**src/svtg_pkg.sv**
```systemverilog
// ---------------------------------------------------------------------------
// svtg_pkg
// Types, constants and saturation helpers for the setpoint transform block.
// ---------------------------------------------------------------------------
`timescale 1ns / 1ps
`default_nettype none

package svtg_pkg;

  typedef enum logic [2:0] {
    ST_OK        = 3'd0,
    ST_FRAME     = 3'd1,
    ST_NONFINITE = 3'd2,
    ST_INACTIVE  = 3'd3,
    ST_SPEED     = 3'd4,
    ST_ACCEL     = 3'd5,
    ST_RADIUS    = 3'd6,
    ST_HEIGHT    = 3'd7
  } status_t;

  localparam logic [2:0] REG_ROTATION     = 3'd0;
  localparam logic [2:0] REG_OFFSET_XY    = 3'd1;
  localparam logic [2:0] REG_OFFSET_Z     = 3'd2;
  localparam logic [2:0] REG_SPEED_LIMIT  = 3'd3;
  localparam logic [2:0] REG_ACCEL_LIMIT  = 3'd4;
  localparam logic [2:0] REG_RADIUS_LIMIT = 3'd5;
  localparam logic [2:0] REG_HEIGHT       = 3'd6;
  localparam logic [2:0] REG_ACCEL_ENABLE = 3'd7;

  localparam int FRAC_BITS     = 14;
  localparam int ROUND_HALF    = 8192;
  localparam int HEIGHT_TOL_MM = 250;

  typedef struct packed {
    logic signed [19:0] ox;
    logic signed [19:0] oy;
    logic signed [19:0] hlo;
    logic signed [19:0] hhi;
    logic        [31:0] radius_lim;
  } fence_cfg_t;

  typedef struct packed {
    logic signed [15:0] vel_x;
    logic signed [15:0] vel_y;
    logic signed [15:0] vel_z;
    logic signed [15:0] acc_x;
    logic signed [15:0] acc_y;
    logic signed [15:0] acc_z;
    logic        [15:0] heading;
    logic signed [15:0] heading_rate;
  } pass_t;

  function automatic logic signed [20:0] sat_pos(input logic signed [23:0] v);
    logic signed [20:0] r;
    if (v[23:20] == {4{v[20]}}) begin
      r = v[20:0];
    end else if (v[23]) begin
      r = {1'b1, 20'd0};
    end else begin
      r = {1'b0, {20{1'b1}}};
    end
    return r;
  endfunction

  function automatic logic signed [15:0] sat_rot(input logic signed [18:0] v);
    logic signed [15:0] r;
    if (v[18:15] == {4{v[15]}}) begin
      r = v[15:0];
    end else if (v[18]) begin
      r = {1'b1, 15'd0};
    end else begin
      r = {1'b0, {15{1'b1}}};
    end
    return r;
  endfunction

endpackage

`default_nettype wire

```
**src/svtg_rot_pair.sv**
```systemverilog
// ---------------------------------------------------------------------------
// svtg_rot_pair
// Two-stage planar rotation of one vector by a Q1.14 cosine and sine,
// rounded half up.
// ---------------------------------------------------------------------------
`timescale 1ns / 1ps
`default_nettype none

module svtg_rot_pair #(
  parameter int IN_W = 16
) (
  input  logic                   clk,
  input  logic signed [IN_W-1:0] u,
  input  logic signed [IN_W-1:0] v,
  input  logic signed [15:0]     c,
  input  logic signed [15:0]     s,
  output logic signed [IN_W+2:0] ru,
  output logic signed [IN_W+2:0] rv
);

  localparam int PROD_W = IN_W + 16;
  localparam int SUM_W  = IN_W + 17;

  logic signed [PROD_W-1:0] p_cu;
  logic signed [PROD_W-1:0] p_sv;
  logic signed [PROD_W-1:0] p_su;
  logic signed [PROD_W-1:0] p_cv;
  logic signed [SUM_W-1:0]  sum_u;
  logic signed [SUM_W-1:0]  sum_v;

  always_ff @(posedge clk) begin
    p_cu <= c * u;
    p_sv <= s * v;
    p_su <= s * u;
    p_cv <= c * v;
  end

  assign sum_u = SUM_W'(p_cu) - SUM_W'(p_sv) + SUM_W'(svtg_pkg::ROUND_HALF);
  assign sum_v = SUM_W'(p_su) + SUM_W'(p_cv) + SUM_W'(svtg_pkg::ROUND_HALF);

  always_ff @(posedge clk) begin
    ru <= sum_u[SUM_W-1:svtg_pkg::FRAC_BITS];
    rv <= sum_v[SUM_W-1:svtg_pkg::FRAC_BITS];
  end

endmodule

`default_nettype wire

```
**config.mk**
```make
export PLATFORM = sky130hd
export DESIGN_NAME = svtg_rot_pair
export DESIGN_NICKNAME = d
export VERILOG_FILES = /design/src/svtg_pkg.sv /design/src/svtg_rot_pair.sv
export SDC_FILE = /design/constraint.sdc
export NUM_CORES = 2
export LEC_CHECK = 0
export ABC_AREA = 1
export CORE_MARGIN = 2
export CORE_UTILIZATION = 61
export CTS_CLUSTER_DIAMETER = 150
export CTS_CLUSTER_SIZE = 10
export DETAILED_ROUTE_END_ITERATION = 8
export DONT_BUFFER_PORTS = 1
export GPL_TIMING_DRIVEN = 1
export PLACE_DENSITY = 0.77
export SYNTH_ARGS = -nofsm -noshare
export SYNTH_HDL_FRONTEND = slang
export SYNTH_SLANG_ARGS = --single-unit
```
**constraint.sdc**
```tcl
create_clock -name clk -period 7.3 [get_ports clk]
set_clock_uncertainty 0.15 [all_clocks]
set_input_delay 0.365 -clock clk [delete_from_list [all_inputs] [get_ports clk]]
set_output_delay 0.365 -clock clk [all_outputs]
set_load 0.02 [all_outputs]
```
==> qor.yml <==
status: "finished, final reports clean"
gr-max-usage-layer: "met2"
drive_gt1_share_pct: 1.187
synth_seq_area_share_pct: 6.542
placed_area_um2: 51440
worstSkewPairLatency_ps: 520
die_w_um: 292.6
fin_crit_sh_pct: 78.78
drv_cap: 0
place_hpwl_mm: 113.9
core-area_um2: 82240
die_area_um2: 85600
path_common_cell: "fa_1"
synthDistinctLibCells: 33
rows: 105
rr_worst_depth: 11
htreeDepth: 4
drtIter0Drc: 3951
critPathLaunchType: "primary input"
cts.sinks: 166
final_cell_area_um2: 52150
crit_start: "u[1]"
grt_pass1_wl_mm: 232.0
slew-limit-headroom_pct: 57.81
grt_pass1_vias: 42750
timing.rr.start: "p_sv[26]"
vias: 41710
min_period_ps: 5751
fin_setup_tns_ps: 0
slew_viol_final: 0
worst_hold_path.num_cells: 4
cp.required_ps: 7550
chipHeight_um: 292.6
gr-total-overflow: 0
antenna_found_initial: 4
setup_viol: 0
fmax_ghz: 0.1739
globalRouteMet3Util_pct: 8.809
clk_path_buf_depth: 2
syn-cell-area_um2: 50800
cp.buffers_inverters: 4
fin_util_pct: 63.41
reg2reg_slack_ps: 4760
syn_avg_cell_area_um2: 7.468
synth_nets: 8365
ys_ff_latch: 166
grt_max_degree: 33
critical_path.max_stage_delay_ps: 760
start_util_pct: 61.77
worst_pin_slew_ps: 628.4
crit_path_max_fanout: 32
drt_first_pass_iters: 7
netlist_instances: 6802
worstPathArrival_ps: 6000
drt_wl_total_mm: 143.9
portBuffers: 0
end_kind: "flop"
cp.depth: 18
grt_setup_unrepaired: "false"
root_buffer: "clkbuf_16"
post-cts-setup-buffers: 0
viasPerCell: 5.399
clkTransAtPathRegs_ps: 70
crit_chain: "nand2_1 > inv_1 > fa_1 > fa_1 > fa_1 > fa_1 > fa_1 > inv_1 > fa_1 > inv_1 > ha_1 > nand2_1 > nor2_1 > inv_1 > nor2_1 > nand4_1 > nand4_1 > nand2_1"
finalNetCount: 8206
detail-route-antenna-nets: 0
final_cell_mix: "inv_1 (2,037), nand2_1 (1,926), fa_1 (1,048)"
met2_usage_pct: 53.33
critPathSlowestCell: "fa_1"
crit_path_end: "p_su[22]"
drc: 0
layout_commonest_cell: "inv_1"
crit_type: "in -> reg"
hold_class: "in -> reg"
cts_tree: "done"
num-fill-cells: 7284
finalWeightedCongestion: 1.027
wl_per_cell_um: 18.63
critPathTopFamily: "adder cells"
cts_buffers: 17
cts_resized: 0
rr_endpoint: "ru[13]"
use_met1_pct: 49.06
finalHoldViolCount: 0
synthToLayoutAreaGrowth_pct: 2.655
track_usage_pct: 35.24
pin_count: 103
yosysWarnings: 0
[what timing repair did]
item                                    in CTS  in global routing
hold buffers                                11                  0
hold endpoints to repair                     8                  0
endpoints found under the setup margin       0                  0
[per-stage QoR]
| step | cells | setup slack, ps | hold WS (ps) |
|---|---|---|---|
| 3_3_place_gp | 7683 | 1372 | 324.2 |
| 6_report | 7726 | 1549 | 72.09 |
| 2_1_floorplan | 6802 | 1790 | 399.7 |
| 5_1_grt | 7725 | 1498 | 95.30 |
| 3_5_place_dp | 7683 | 1289 | 322.8 |
| 4_1_cts | 7725 | 1829 | 46.97 |
[state kept, by name, indices dropped and copies added, names as in the netlist]
signal and cells:
rv 19, p_sv 32, p_su 32, p_cu 32
p_cv 32, ru 19
[logic make-up (layout without fill, tap and decap cells)]
| family | Yosys count | after routing | synth area share, % |
|---|---|---|---|
| buffers and inverters | 2234 | 2087 | 16.51 |
| other | 0 | 1 | 0 |
| AOI/OAI and AO/OA | 303 | 303 | 3.234 |
| xor gates and xnor gates | 88 | 88 | 1.517 |
| DFF | 166 | 166 | 6.542 |
| adders and majority gates | 1498 | 1498 | 52.38 |
| and+or+nand+nor | 2513 | 2513 | 19.82 |
[area by class of cell]
cell class	instances	area, µm²	share of cell area [%]
inverter	2042	7665	14.70
timing repair buffer	14	132.6	0.2543
multi-input combinational	4402	39090	74.96
tap	1070	1339	2.567
sequential	166	3323	6.373
clock inverter	12	142.6	0.2735
clock buffer	19	452.9	0.8685
antenna	1	2.502	0.004799
[worst min path at each step]
stage	from	end	slack (ps)
floorplan	p_sv[31]	ru[18]	400
global placement	c[0]	p_cu[0]	320
detailed placement	c[0]	p_cv[0]	320
CTS	s[2]	p_su[2]	50
global route	s[2]	p_su[2]	100
finish	s[2]	p_su[2]	70
[worst reg2reg max path: stages, from the launching register on]
cell     delay [ps]
dfxtp_1         450
inv_1           110
ha_1            300
ha_1            440
nand2_1         140
nor2_1          190
inv_1            60
nor2_1          130
and3_1          160
nand2_1          60
nand3_1          80
nand2_1         110
[metal layers]
layer	vias to the layer above	wire, µm
met1	20220	58140
met4	8	6101
met3	324	17120
met5	-	53
li1	19080	-
met2	2072	62490
[Yosys cell counts (all sizes together)]
master,instances,area (µm²)
ha,450,5630
dfxtp,166,3323
nor4,3,25.02
o21bai,29,217.7
a21boi,4,30.03
a21o,6,45.04
xnor2,20,175.2
nor3,46,265.3
or2,4,25.02
xor2,68,595.6
inv,2042,7665
o21a,8,60.06
a31oi,1,6.260
o21ai,81,405.4
nand3,171,865.8
nor2,265,1020
a21oi,174,878.4
nor3b,1,12.51
nand2,1939,7311
nand4,68,425.4
fa,1048,20980
buf,2,7.510
nand3b,14,105.1
and3,2,12.51
clkbuf,190,713.2
Power is left out: the tool's default activity adds up to more than one toggle a clock period on the data nets, which glitch-free logic cannot reach.
