File: src/svtg_pkg.sv
// ---------------------------------------------------------------------------
// svtg_pkg
// Types, constants and saturation helpers for the setpoint transform block.
// ---------------------------------------------------------------------------
`timescale 1ns / 1ps
`default_nettype none

package svtg_pkg;

  typedef enum logic [2:0] {
    ST_OK        = 3'd0,
    ST_FRAME     = 3'd1,
    ST_NONFINITE = 3'd2,
    ST_INACTIVE  = 3'd3,
    ST_SPEED     = 3'd4,
    ST_ACCEL     = 3'd5,
    ST_RADIUS    = 3'd6,
    ST_HEIGHT    = 3'd7
  } status_t;

  localparam logic [2:0] REG_ROTATION     = 3'd0;
  localparam logic [2:0] REG_OFFSET_XY    = 3'd1;
  localparam logic [2:0] REG_OFFSET_Z     = 3'd2;
  localparam logic [2:0] REG_SPEED_LIMIT  = 3'd3;
  localparam logic [2:0] REG_ACCEL_LIMIT  = 3'd4;
  localparam logic [2:0] REG_RADIUS_LIMIT = 3'd5;
  localparam logic [2:0] REG_HEIGHT       = 3'd6;
  localparam logic [2:0] REG_ACCEL_ENABLE = 3'd7;

  localparam int FRAC_BITS     = 14;
  localparam int ROUND_HALF    = 8192;
  localparam int HEIGHT_TOL_MM = 250;

  typedef struct packed {
    logic signed [19:0] ox;
    logic signed [19:0] oy;
    logic signed [19:0] hlo;
    logic signed [19:0] hhi;
    logic        [31:0] radius_lim;
  } fence_cfg_t;

  typedef struct packed {
    logic signed [15:0] vel_x;
    logic signed [15:0] vel_y;
    logic signed [15:0] vel_z;
    logic signed [15:0] acc_x;
    logic signed [15:0] acc_y;
    logic signed [15:0] acc_z;
    logic        [15:0] heading;
    logic signed [15:0] heading_rate;
  } pass_t;

  function automatic logic signed [20:0] sat_pos(input logic signed [23:0] v);
    logic signed [20:0] r;
    if (v[23:20] == {4{v[20]}}) begin
      r = v[20:0];
    end else if (v[23]) begin
      r = {1'b1, 20'd0};
    end else begin
      r = {1'b0, {20{1'b1}}};
    end
    return r;
  endfunction

  function automatic logic signed [15:0] sat_rot(input logic signed [18:0] v);
    logic signed [15:0] r;
    if (v[18:15] == {4{v[15]}}) begin
      r = v[15:0];
    end else if (v[18]) begin
      r = {1'b1, 15'd0};
    end else begin
      r = {1'b0, {15{1'b1}}};
    end
    return r;
  endfunction

endpackage

`default_nettype wire

File: src/svtg_limit_check.sv
// ---------------------------------------------------------------------------
// svtg_limit_check
// Flag checks and squared speed and acceleration limits over two stages.
// ---------------------------------------------------------------------------
`timescale 1ns / 1ps
`default_nettype none

module svtg_limit_check (
  input  logic                  clk,
  input  logic signed [15:0]    vel_x,
  input  logic signed [15:0]    vel_y,
  input  logic signed [15:0]    vel_z,
  input  logic signed [15:0]    acc_x,
  input  logic signed [15:0]    acc_y,
  input  logic signed [15:0]    acc_z,
  input  logic        [2:0]     check_flags,
  input  logic        [31:0]    speed_lim,
  input  logic        [31:0]    accel_lim,
  output svtg_pkg::status_t     status
);

  logic [31:0]       sq_vx;
  logic [31:0]       sq_vy;
  logic [31:0]       sq_vz;
  logic [31:0]       sq_ax;
  logic [31:0]       sq_ay;
  logic [31:0]       sq_az;
  svtg_pkg::status_t flag_status;
  svtg_pkg::status_t flag_status_next;
  logic [33:0]       speed_sum;
  logic [33:0]       accel_sum;

  always_comb begin
    if (!check_flags[0]) begin
      flag_status_next = svtg_pkg::ST_FRAME;
    end else if (!check_flags[1]) begin
      flag_status_next = svtg_pkg::ST_NONFINITE;
    end else if (!check_flags[2]) begin
      flag_status_next = svtg_pkg::ST_INACTIVE;
    end else begin
      flag_status_next = svtg_pkg::ST_OK;
    end
  end

  always_ff @(posedge clk) begin
    sq_vx       <= vel_x * vel_x;
    sq_vy       <= vel_y * vel_y;
    sq_vz       <= vel_z * vel_z;
    sq_ax       <= acc_x * acc_x;
    sq_ay       <= acc_y * acc_y;
    sq_az       <= acc_z * acc_z;
    flag_status <= flag_status_next;
  end

  assign speed_sum = 34'(sq_vx) + 34'(sq_vy) + 34'(sq_vz);
  assign accel_sum = 34'(sq_ax) + 34'(sq_ay) + 34'(sq_az);

  always_ff @(posedge clk) begin
    if (flag_status != svtg_pkg::ST_OK) begin
      status <= flag_status;
    end else if (speed_sum > 34'(speed_lim)) begin
      status <= svtg_pkg::ST_SPEED;
    end else if (accel_sum > 34'(accel_lim)) begin
      status <= svtg_pkg::ST_ACCEL;
    end else begin
      status <= svtg_pkg::ST_OK;
    end
  end

endmodule

`default_nettype wire

File: config.mk
export PLATFORM = sky130hd
export DESIGN_NAME = svtg_limit_check
export DESIGN_NICKNAME = d
export VERILOG_FILES = /design/src/svtg_pkg.sv /design/src/svtg_limit_check.sv
export SDC_FILE = /design/constraint.sdc
export NUM_CORES = 2
export LEC_CHECK = 0
export BUFFER_PORTS_ARGS = -buffer_cell sky130_fd_sc_hd__buf_2
export CAP_MARGIN = 5
export CORE_ASPECT_RATIO = 1.5
export CORE_MARGIN = 4
export CORE_UTILIZATION = 53
export CTS_BUF_LIST = sky130_fd_sc_hd__clkbuf_2 sky130_fd_sc_hd__clkbuf_4 sky130_fd_sc_hd__clkbuf_8
export CTS_CLUSTER_DIAMETER = 60
export DETAILED_ROUTE_END_ITERATION = 8
export GPL_ROUTABILITY_DRIVEN = 0
export MAX_ROUTING_LAYER = met4
export PLACE_DENSITY = 0.75
export SLEW_MARGIN = 40
export SYNTH_ARGS = -nofsm -noshare
export SYNTH_HDL_FRONTEND = slang
export SYNTH_SLANG_ARGS = --single-unit
File: constraint.sdc
create_clock -name clk -period 11.2 [get_ports clk]
set_input_delay 1.68 -clock clk [delete_from_list [all_inputs] [get_ports clk]]
set_output_delay 1.68 -clock clk [all_outputs]
set_load 0.05 [all_outputs]
==> flow_metrics.py <==
metrics = {
    "run_status": {
        "status": "complete, no violations",
    },
    "layout": {
        "layout-drive-gt1-share_pct": 3.727,
        "final_common_cell": "inv_1",
        "design_area_mm2": 0.06560,
        "area_growth_pct": 4.212,
        "fin_nets": 9076,
        "final_cell_mix": "inv_1, fa_1, ha_1, nand2_1, nor2_1",
    },
    "floorplan": {
        "io-pin-count": 167,
        "placementRows": 154,
        "die_area_mm2": 0.1245,
        "fp.dieW_um": 289.4,
        "core_area_mm2": 0.1177,
        "initial_core_util_pct": 53.47,
        "dieHeight_um": 430.1,
    },
    "timing": {
        "hold_viol_final": 0,
        "rsz0062_at_grt": "no",
        "tightest_slew_ns": 0.8093,
        "setup_slack_ns": 3.283,
        "hold_ws_ns": 0.4254,
        "max_freq_ghz": 0.1263,
        "fin_setup_tns_ns": 0,
        "relSlewSlack_pct": 45.48,
        "drv_slew": 0,
        "setup_viol": 0,
        "finClkSkew_ns": 0.01633,
        "finalCritPeriodShare_pct": 70.69,
        "min_period_ns": 7.917,
    },
    "critical_path": {
        "endpoint_kind": "flip-flop",
        "crit_type": "in2reg",
        "cp-start-kind": "input pin",
        "worstPathRequired_ns": 11.64,
        "crit_path_max_fanout": 20,
        "arrival_ns": 8.36,
    },
    "routing": {
        "totalWireLength_mm": 147.8,
        "dr.pass1.iters": 7,
        "maxUsedRoutingLayer": "met4",
        "vias_per_cell": 5.326,
        "drt_iter0_markers": 2092,
        "ant_nets": 0,
        "routed-via-count": 44500,
        "wl_met2_mm": 80.77,
        "drc": 0,
        "met3_length_mm": 5.857,
        "wl_met1_mm": 50.11,
        "routedWlPerCell_um": 17.68,
    },
    "place": {
        "placed_area_mm2": 0.06520,
        "io_buffer_count": 166,
        "pre_cts_slack_ns": 2.719,
        "dp_hpwl_mm": 129.8,
    },
    "clock_tree": {
        "clk_pin_slew_ns": 0.10,
        "cts-root-buf": "clkbuf_8",
        "clock_sinks": 191,
        "cts_tree": "yes",
        "cts_resized": 0,
        "clk_latency_ns": 0.56,
        "post-cts-setup-buffer-count": 0,
        "cts_buffer_depth": 2,
        "cts_hold_buf": 0,
        "h-tree-depth": 4,
        "cts_buffers": 17,
    },
    "synth": {
        "syn-instance-count": 6730,
        "ys_types": 80,
        "syn_avg_cell_area_um2": 9.354,
        "synth_edf_count": 0,
        "syn-cell-area_mm2": 0.06295,
        "yosys_register_bits": 191,
        "synth_warnings": 0,
        "ys_async_sr_fraction_pct": 0,
        "synth_ff_type": "dfxtp_1",
        "yosysSeqAreaShare_pct": 6.074,
    },
    "grt": {
        "antenna_found_initial": 9,
        "grt_max_degree": 24,
        "grt_first_pass_wirelength_mm": 245.9,
        "overflow": 0,
        "grt_pass1_vias": 50520,
        "track_usage_pct": 25.66,
    },
    "min_path": {
        "hp-class": "reg2reg",
    },
    "job": {
        "cap_violations": 0,
    },
}
==> cell families (layout without fill, tap and decap cells) <==
group                      after synthesis  in the layout  share of synthesized area [%]
adders and majority gates             2137           2137                          60.01
buffers and inverters                 2086           2141                          12.45
and+or+nand+nor                       1302           1302                          9.717
AOI/OAI and AO/OA                      683            683                          7.139
xor gates and xnor gates               321            321                          4.466
DFF                                    191            191                          6.074
muxes                                    9              9                         0.1451
other                                    1             12                       0.005957
==> sequential cells by signal, summed over array words and instances, names as in the netlist <==
name         count
sq_ay           31
flag_status      2
sq_vx           31
status           3
sq_vy           31
sq_az           31
sq_ax           31
sq_vz           31
==> critical path, cell delays in order <==
cell       delay, ns
buf_2           0.23
inv_1           0.44
nor2_1          0.17
fa_1            0.77
fa_1            0.51
fa_1            0.50
fa_1            0.50
fa_1            0.49
inv_1           0.05
fa_1            0.49
inv_1           0.05
ha_1            0.35
a2111oi_0       0.45
o21ai_0         0.25
a21oi_1         0.22
a311oi_1        0.11
nor4_1          0.21
nor3_1          0.11
a41o_1          0.29
o41ai_2         0.34
xnor2_1         0.12
==> Yosys cell counts (9+ instances only) <==
cell	count	area share, %
or3_1	10	0.099
and4_1	9	0.13
fa_1	1470	47
and2_1	245	2.4
inv_1	1943	12
dfxtp_1	191	6.1
xnor2_1	252	3.5
nand3_1	48	0.38
a31o_2	30	0.42
xor2_1	69	0.96
nor2b_1	29	0.29
o21ai_0	104	0.83
a21oi_1	218	1.7
clkbuf_1	136	0.81
ha_1	667	13
a2111oi_0	9	0.13
nor4_1	10	0.099
o31ai_1	16	0.19
a211oi_1	35	0.42
nand4_1	25	0.25
nor2_1	276	1.6
a21o_1	99	1.2
nand2_1	516	3.1
a31oi_1	12	0.12
o211ai_1	10	0.12
o21a_1	34	0.41
o21bai_1	38	0.45
or2_2	15	0.15
and3_1	20	0.20
nand2b_1	41	0.41
nor3_1	37	0.29
==> per-layer routing <==
| layer | up-vias | track usage, % |
|---|---|---|
| li1 | 20150 | - |
| met4 | 0 | 15.30 |
| met5 | - | - |
| met3 | 533 | 2.772 |
| met2 | 1262 | 46.91 |
| met1 | 22560 | 26.20 |
==> final cells by class <==
class                           instances  area, um^2
Fill cell                           10330       52130
Multi-Input combinational cell       4456       51320
Inverter                             1943        7293
Sequential cell                       191        3824
Tap cell                             1560        1952
Timing Repair Buffer                  166       830.8
Clock buffer                           18       247.7
Clock inverter                         14       117.6
Antenna cell                            8       20.02
==> stage by stage <==
stage	std cells	util, %
2_1_floorplan	6733	-
3_3_place_gp	8316	55.38
3_5_place_dp	8316	55.38
4_1_cts	8348	55.69
5_1_grt	8354	55.72
6_report	8356	55.72
==> path summary, 6_finish.rpt <==
kind	endpoint	from	slack, ns	depth (start not counted)
min reg2reg	status[2]$_SDFF_PP0_	flag_status[0]$_SDFF_PN1_	0.43	1
max	sq_vz[31]$_DFF_P_	vel_z[15]	3.28	21
max reg2reg	status[2]$_SDFF_PP0_	sq_vy[3]$_DFF_P_	5.54	20
min	status[2]$_SDFF_PP0_	flag_status[0]$_SDFF_PN1_	0.43	1
Power is left out: the tool's default activity adds up to more than one toggle a clock period on the data nets, which glitch-free logic cannot reach.
