`src/svtg_pkg.sv`:
```
// ---------------------------------------------------------------------------
// svtg_pkg
// Types, constants and saturation helpers for the setpoint transform block.
// ---------------------------------------------------------------------------
`timescale 1ns / 1ps
`default_nettype none

package svtg_pkg;

  typedef enum logic [2:0] {
    ST_OK        = 3'd0,
    ST_FRAME     = 3'd1,
    ST_NONFINITE = 3'd2,
    ST_INACTIVE  = 3'd3,
    ST_SPEED     = 3'd4,
    ST_ACCEL     = 3'd5,
    ST_RADIUS    = 3'd6,
    ST_HEIGHT    = 3'd7
  } status_t;

  localparam logic [2:0] REG_ROTATION     = 3'd0;
  localparam logic [2:0] REG_OFFSET_XY    = 3'd1;
  localparam logic [2:0] REG_OFFSET_Z     = 3'd2;
  localparam logic [2:0] REG_SPEED_LIMIT  = 3'd3;
  localparam logic [2:0] REG_ACCEL_LIMIT  = 3'd4;
  localparam logic [2:0] REG_RADIUS_LIMIT = 3'd5;
  localparam logic [2:0] REG_HEIGHT       = 3'd6;
  localparam logic [2:0] REG_ACCEL_ENABLE = 3'd7;

  localparam int FRAC_BITS     = 14;
  localparam int ROUND_HALF    = 8192;
  localparam int HEIGHT_TOL_MM = 250;

  typedef struct packed {
    logic signed [19:0] ox;
    logic signed [19:0] oy;
    logic signed [19:0] hlo;
    logic signed [19:0] hhi;
    logic        [31:0] radius_lim;
  } fence_cfg_t;

  typedef struct packed {
    logic signed [15:0] vel_x;
    logic signed [15:0] vel_y;
    logic signed [15:0] vel_z;
    logic signed [15:0] acc_x;
    logic signed [15:0] acc_y;
    logic signed [15:0] acc_z;
    logic        [15:0] heading;
    logic signed [15:0] heading_rate;
  } pass_t;

  function automatic logic signed [20:0] sat_pos(input logic signed [23:0] v);
    logic signed [20:0] r;
    if (v[23:20] == {4{v[20]}}) begin
      r = v[20:0];
    end else if (v[23]) begin
      r = {1'b1, 20'd0};
    end else begin
      r = {1'b0, {20{1'b1}}};
    end
    return r;
  endfunction

  function automatic logic signed [15:0] sat_rot(input logic signed [18:0] v);
    logic signed [15:0] r;
    if (v[18:15] == {4{v[15]}}) begin
      r = v[15:0];
    end else if (v[18]) begin
      r = {1'b1, 15'd0};
    end else begin
      r = {1'b0, {15{1'b1}}};
    end
    return r;
  endfunction

endpackage

`default_nettype wire

```
`src/svtg_fence.sv`:
```
// ---------------------------------------------------------------------------
// svtg_fence
// Offset, height clamp, radius and height fence and position saturation,
// three register stages.
// ---------------------------------------------------------------------------
`timescale 1ns / 1ps
`default_nettype none

module svtg_fence (
  input  logic                 clk,
  input  logic signed [22:0]   rx,
  input  logic signed [22:0]   ry,
  input  logic signed [20:0]   tz,
  input  svtg_pkg::status_t    status_in,
  input  svtg_pkg::fence_cfg_t cfg,
  output logic signed [20:0]   pos_x,
  output logic signed [20:0]   pos_y,
  output logic signed [20:0]   pos_z,
  output svtg_pkg::status_t    status_out
);

  logic signed [23:0] tx3;
  logic signed [23:0] ty3;
  logic signed [20:0] tz3;
  logic signed [20:0] tz3_next;
  svtg_pkg::status_t  st3;
  logic signed [21:0] tz_e;
  logic signed [21:0] hi_e;
  logic signed [21:0] lo_e;
  logic signed [21:0] hi_tol;
  logic signed [21:0] lo_tol;

  logic signed [16:0] tx_lo;
  logic signed [16:0] ty_lo;
  logic [33:0]        sqx4;
  logic [33:0]        sqy4;
  logic               big4;
  logic               hfail4;
  logic signed [20:0] px4;
  logic signed [20:0] py4;
  logic signed [20:0] pz4;
  svtg_pkg::status_t  st4;
  logic [34:0]        rad_sum;

  assign tz_e   = 22'(tz);
  assign hi_e   = 22'(cfg.hhi);
  assign lo_e   = 22'(cfg.hlo);
  assign hi_tol = hi_e + 22'(svtg_pkg::HEIGHT_TOL_MM);
  assign lo_tol = lo_e - 22'(svtg_pkg::HEIGHT_TOL_MM);

  always_comb begin
    if (tz_e > hi_e && tz_e <= hi_tol) begin
      tz3_next = 21'(cfg.hhi);
    end else if (tz_e < lo_e && tz_e >= lo_tol) begin
      tz3_next = 21'(cfg.hlo);
    end else begin
      tz3_next = tz;
    end
  end

  always_ff @(posedge clk) begin
    tx3 <= 24'(rx) + 24'(cfg.ox);
    ty3 <= 24'(ry) + 24'(cfg.oy);
    tz3 <= tz3_next;
    st3 <= status_in;
  end

  assign tx_lo = tx3[16:0];
  assign ty_lo = ty3[16:0];

  always_ff @(posedge clk) begin
    sqx4   <= tx_lo * tx_lo;
    sqy4   <= ty_lo * ty_lo;
    big4   <= (tx3[23:16] != {8{tx3[16]}}) || (ty3[23:16] != {8{ty3[16]}});
    hfail4 <= (tz3 < 21'(cfg.hlo)) || (tz3 > 21'(cfg.hhi));
    px4    <= svtg_pkg::sat_pos(tx3);
    py4    <= svtg_pkg::sat_pos(ty3);
    pz4    <= tz3;
    st4    <= st3;
  end

  assign rad_sum = 35'(sqx4) + 35'(sqy4);

  always_ff @(posedge clk) begin
    pos_x <= px4;
    pos_y <= py4;
    pos_z <= pz4;
    if (st4 != svtg_pkg::ST_OK) begin
      status_out <= st4;
    end else if (big4 || rad_sum > 35'(cfg.radius_lim)) begin
      status_out <= svtg_pkg::ST_RADIUS;
    end else if (hfail4) begin
      status_out <= svtg_pkg::ST_HEIGHT;
    end else begin
      status_out <= svtg_pkg::ST_OK;
    end
  end

endmodule

`default_nettype wire

```
`config.mk`:
```
export PLATFORM = sky130hd
export DESIGN_NAME = svtg_fence
export DESIGN_NICKNAME = d
export VERILOG_FILES = /design/src/svtg_pkg.sv /design/src/svtg_fence.sv
export SDC_FILE = /design/constraint.sdc
export NUM_CORES = 2
export LEC_CHECK = 0
export BUFFER_PORTS_ARGS = -buffer_cell sky130_fd_sc_hd__buf_2
export CAP_MARGIN = 20
export CORE_MARGIN = 5
export CORE_UTILIZATION = 45
export CTS_BUF_LIST = sky130_fd_sc_hd__clkbuf_8
export CTS_CLUSTER_SIZE = 25
export DETAILED_ROUTE_END_ITERATION = 7
export SYNTH_ARGS = -nofsm -noshare
export SYNTH_HDL_FRONTEND = slang
export SYNTH_SLANG_ARGS = --single-unit
```
`constraint.sdc`:
```
create_clock -name clk -period 13.83 [get_ports clk]
set_input_delay 0.6915 -clock clk [delete_from_list [all_inputs] [get_ports clk]]
set_output_delay 0.6915 -clock clk [all_outputs]
set_load 0.03 [all_outputs]
```
==> metrics list <==
- Final net count: between 4000 and 5000
* Initial core utilization: 0.4513
- Count of hold buffers inserted by post-cts repair: 0
- CTS H-tree lvls: 2
* Outcome: finished clean
- Derived from the worst setup path, the maximum achievable clock frequency is 0.1469 GHz.
- The clock passes through at most 3 buffers.
* Syn nets: about 4600
- RSZ-0062 raised after global routing: no
- Area share of the largest cell type after synthesis: 0.3204
* Die height: around 280 um
- TritonCTS created 50 clock buffers.
- Fin. max-slew vios: 0
* TritonCTS clock tree: built
- Wire length reported by the detailed router: about 74000 um
- Post-layout worst setup margin: between 7 and 8 ns
- Setup violations remaining at the end of the flow were counted as 0.
- Distinct cell type count of the synthesized netlist: just under 70
- The Yosys step of the flow raised 0 warnings.
* Starting DRC count in detailed routing: 955
* Wire length of the first global-routing pass: 123600 um
- At the pin with the least slew margin, the transition time is 0.9105 ns.
* Number of top-level pins: 249
- Via density: 5.032
- For this run, the register share of the synthesized area comes to 0.1629.
- Post-CTS repair changed the size of 0 cells.
- By count the netlist is led by 758 x inv_1, 535 x fa_1, 419 x ha_1, 272 x dfxtp_1, 211 x nand2_1.
* Period Utilization, post-route: 0.4922
* Total negative setup slack: 0 ns
- The first detailed-routing pass took 5 iterations.
- inv_1 is the most common cell in the netlist.
- Number of antenna violations at the first check in global routing: 3
- Critical path capture point type: register
* Data arrival time of the critical path: 7.33 ns
- The floorplan step set the die width to 282.6 um.
- Tightest Hold Check Type: input pin to register
- Count of input and output buffers: around 250
- Critical Setup Path Class: register to register
- The root buffer cell chosen for the clock tree is clkbuf_8.
* Area of the die: 79840 um^2
* DP Worst Slack: 7.040 ns
* Number of cell rows: 100
- Cell type with the highest aggregate area in the netlist: fa_1
- Growth of design area from synthesis to finish: 10.20%
- The total overflow left after global routing is 0.
- Across all hold checks on the routed design, the worst slack comes to 0.1525 ns.
* Clock transition at the registers of the reported paths: 0.06 ns
- At the later pin of the worst-skew pair, clock insertion delay measures 0.64 ns.
* Synthesized area per cell: 9.552 um^2
* Share of flip-flops with an asynchronous set or reset: 0
- Instance count of the mapped netlist: 3500
- Shortest period the worst path allows: 6.807 ns
- Biggest fanout along the worst timing path: 19
- Counting every sink on the clock net gives 272.
* Global placer's final weighted congestion: about 0.9
- Pin count of the biggest net entering global routing: 37
- STA puts the critical path data required time at 14.35 ns.
* Crit start category: register
- The synthesized design contains 272 register bits.
* Vias in the first global route: 25360
* Final hold viol count: 0
* Biggest area contributors in the synthesized netlist: fa_1 32%, dfxtp_1 16%, ha_1 16%, inv_1 8.5%, xnor2_1 3.9%
* DRC viols: 0
- Post-CTS Setup Inserts: 0
- The tool flagged a number of max-cap violations equal to 0.
* Placeable core region: about 74000 um^2
- Setup skew after layout: 0.03154 ns
* Final ANT Viol Nets: 0
- In the global route stage, overall resource usage came out at 0.1911.
- The routed layout has between 20000 and 25000 vias.
- Fraction of final layout cells sized beyond drive strength 1: 0.09481
* Detail Placement HPWL: between 60000 and 70000 um
- Combined area of all synthesized cells: 33430 um^2
- The worst pin sits at a relative slew slack of 0.3922.
- Among all flip-flop cells after synthesis, the most frequent one is dfxtp_1.
* Average routed wire per standard cell: 15.60 um
- Number of flops mapped to enable cells by yosys: 0
-- sequential cells by signal, indices dropped and copies added, names as in the netlist, 21 cells and up --
signal	cells
pos_x	21
pos_y	21
pos_z	21
px4	21
py4	21
pz4	21
sqx4	33
sqy4	33
tx3	24
ty3	24
tz3	21
-- routing by layer --
layer,global-route usage,up-vias,wire length (um),part of all wire
met5,0,-,13,0.00018
met4,0.04997,2,1905,0.026
met3,0.02212,115,2936,0.040
met2,0.3373,396,37020,0.50
met1,0.2513,11770,32190,0.43
li1,-,11610,-,-
-- path summary, 6_finish.rpt --
path,start,endpoint,slack [ns],cells past startpoint
worst max register to register,ty3[7],sqy4[33],7.02,23
worst max-delay path,ty3[7],sqy4[33],7.02,23
worst min-delay path,status_in[2],st3[2],0.15,1
worst min register to register,py4[19],pos_y[19],0.32,0
-- critical path, cell delays in order, from the launching register on --
cell and delay, ns:
dfxtp_1 0.88, and2_1 0.28, inv_1 0.07, fa_1 0.52, inv_1 0.05, fa_1 0.52, inv_1 0.05, fa_1 0.37
inv_1 0.07, fa_1 0.43, fa_1 0.54, inv_1 0.05, fa_1 0.47, inv_1 0.04, ha_1 0.34, a21oi_1 0.17
nor2_1 0.06, a211oi_1 0.27, a21boi_1 0.22, a2111oi_2 0.58, o21ai_1 0.19, a41oi_1 0.27, a21oi_1 0.11, xnor2_1 0.13
-- cell families (layout without fill, tap and decap cells) --
family,Yosys count,after routing,synth area share
adder cells (fa/ha/maj),954,954,0.4772
buffers and inverters,828,1104,0.09304
AND/OR/NAND/NOR,713,713,0.1068
AO/OA/AOI/OAI,504,504,0.09828
flip-flops,272,272,0.1629
XOR/XNOR,182,182,0.04768
multiplexers,47,47,0.01415
other,0,4,0
-- layout make-up --
cell class / instances / area (um^2)
antenna: 4 / 10.01
clock buffer: 56 / 770.7
clock inverter: 31 / 341.6
fill: 7104 / 37230
inverter: 758 / 2845
multi-input combinational: 2400 / 24890
sequential: 272 / 5445
tap: 969 / 1212
timing repair buffer: 259 / 1324
-- placed cells by master, fill, tap and decap left out, types with 126 or more instances in the layout --
cell type and n:
a21oi_1 145, and2_1 130, buf_2 248, dfxtp_1 272, fa_1 535, ha_1 419, inv_1 769, nand2_1 211
nor2_1 126, xnor2_1 148
-- per-stage QoR --
stage,instance area [um^2],instances,utilization
2_1_floorplan,33430,3500,-
4_1_cts,36830,4745,0.4972
3_3_place_gp,35720,4658,0.4822
3_5_place_dp,35720,4658,0.4822
6_report,36840,4749,0.4974
5_1_grt,36830,4746,0.4973
Power is left out: the tool's default activity adds up to more than one toggle a clock period on the data nets, which glitch-free logic cannot reach.
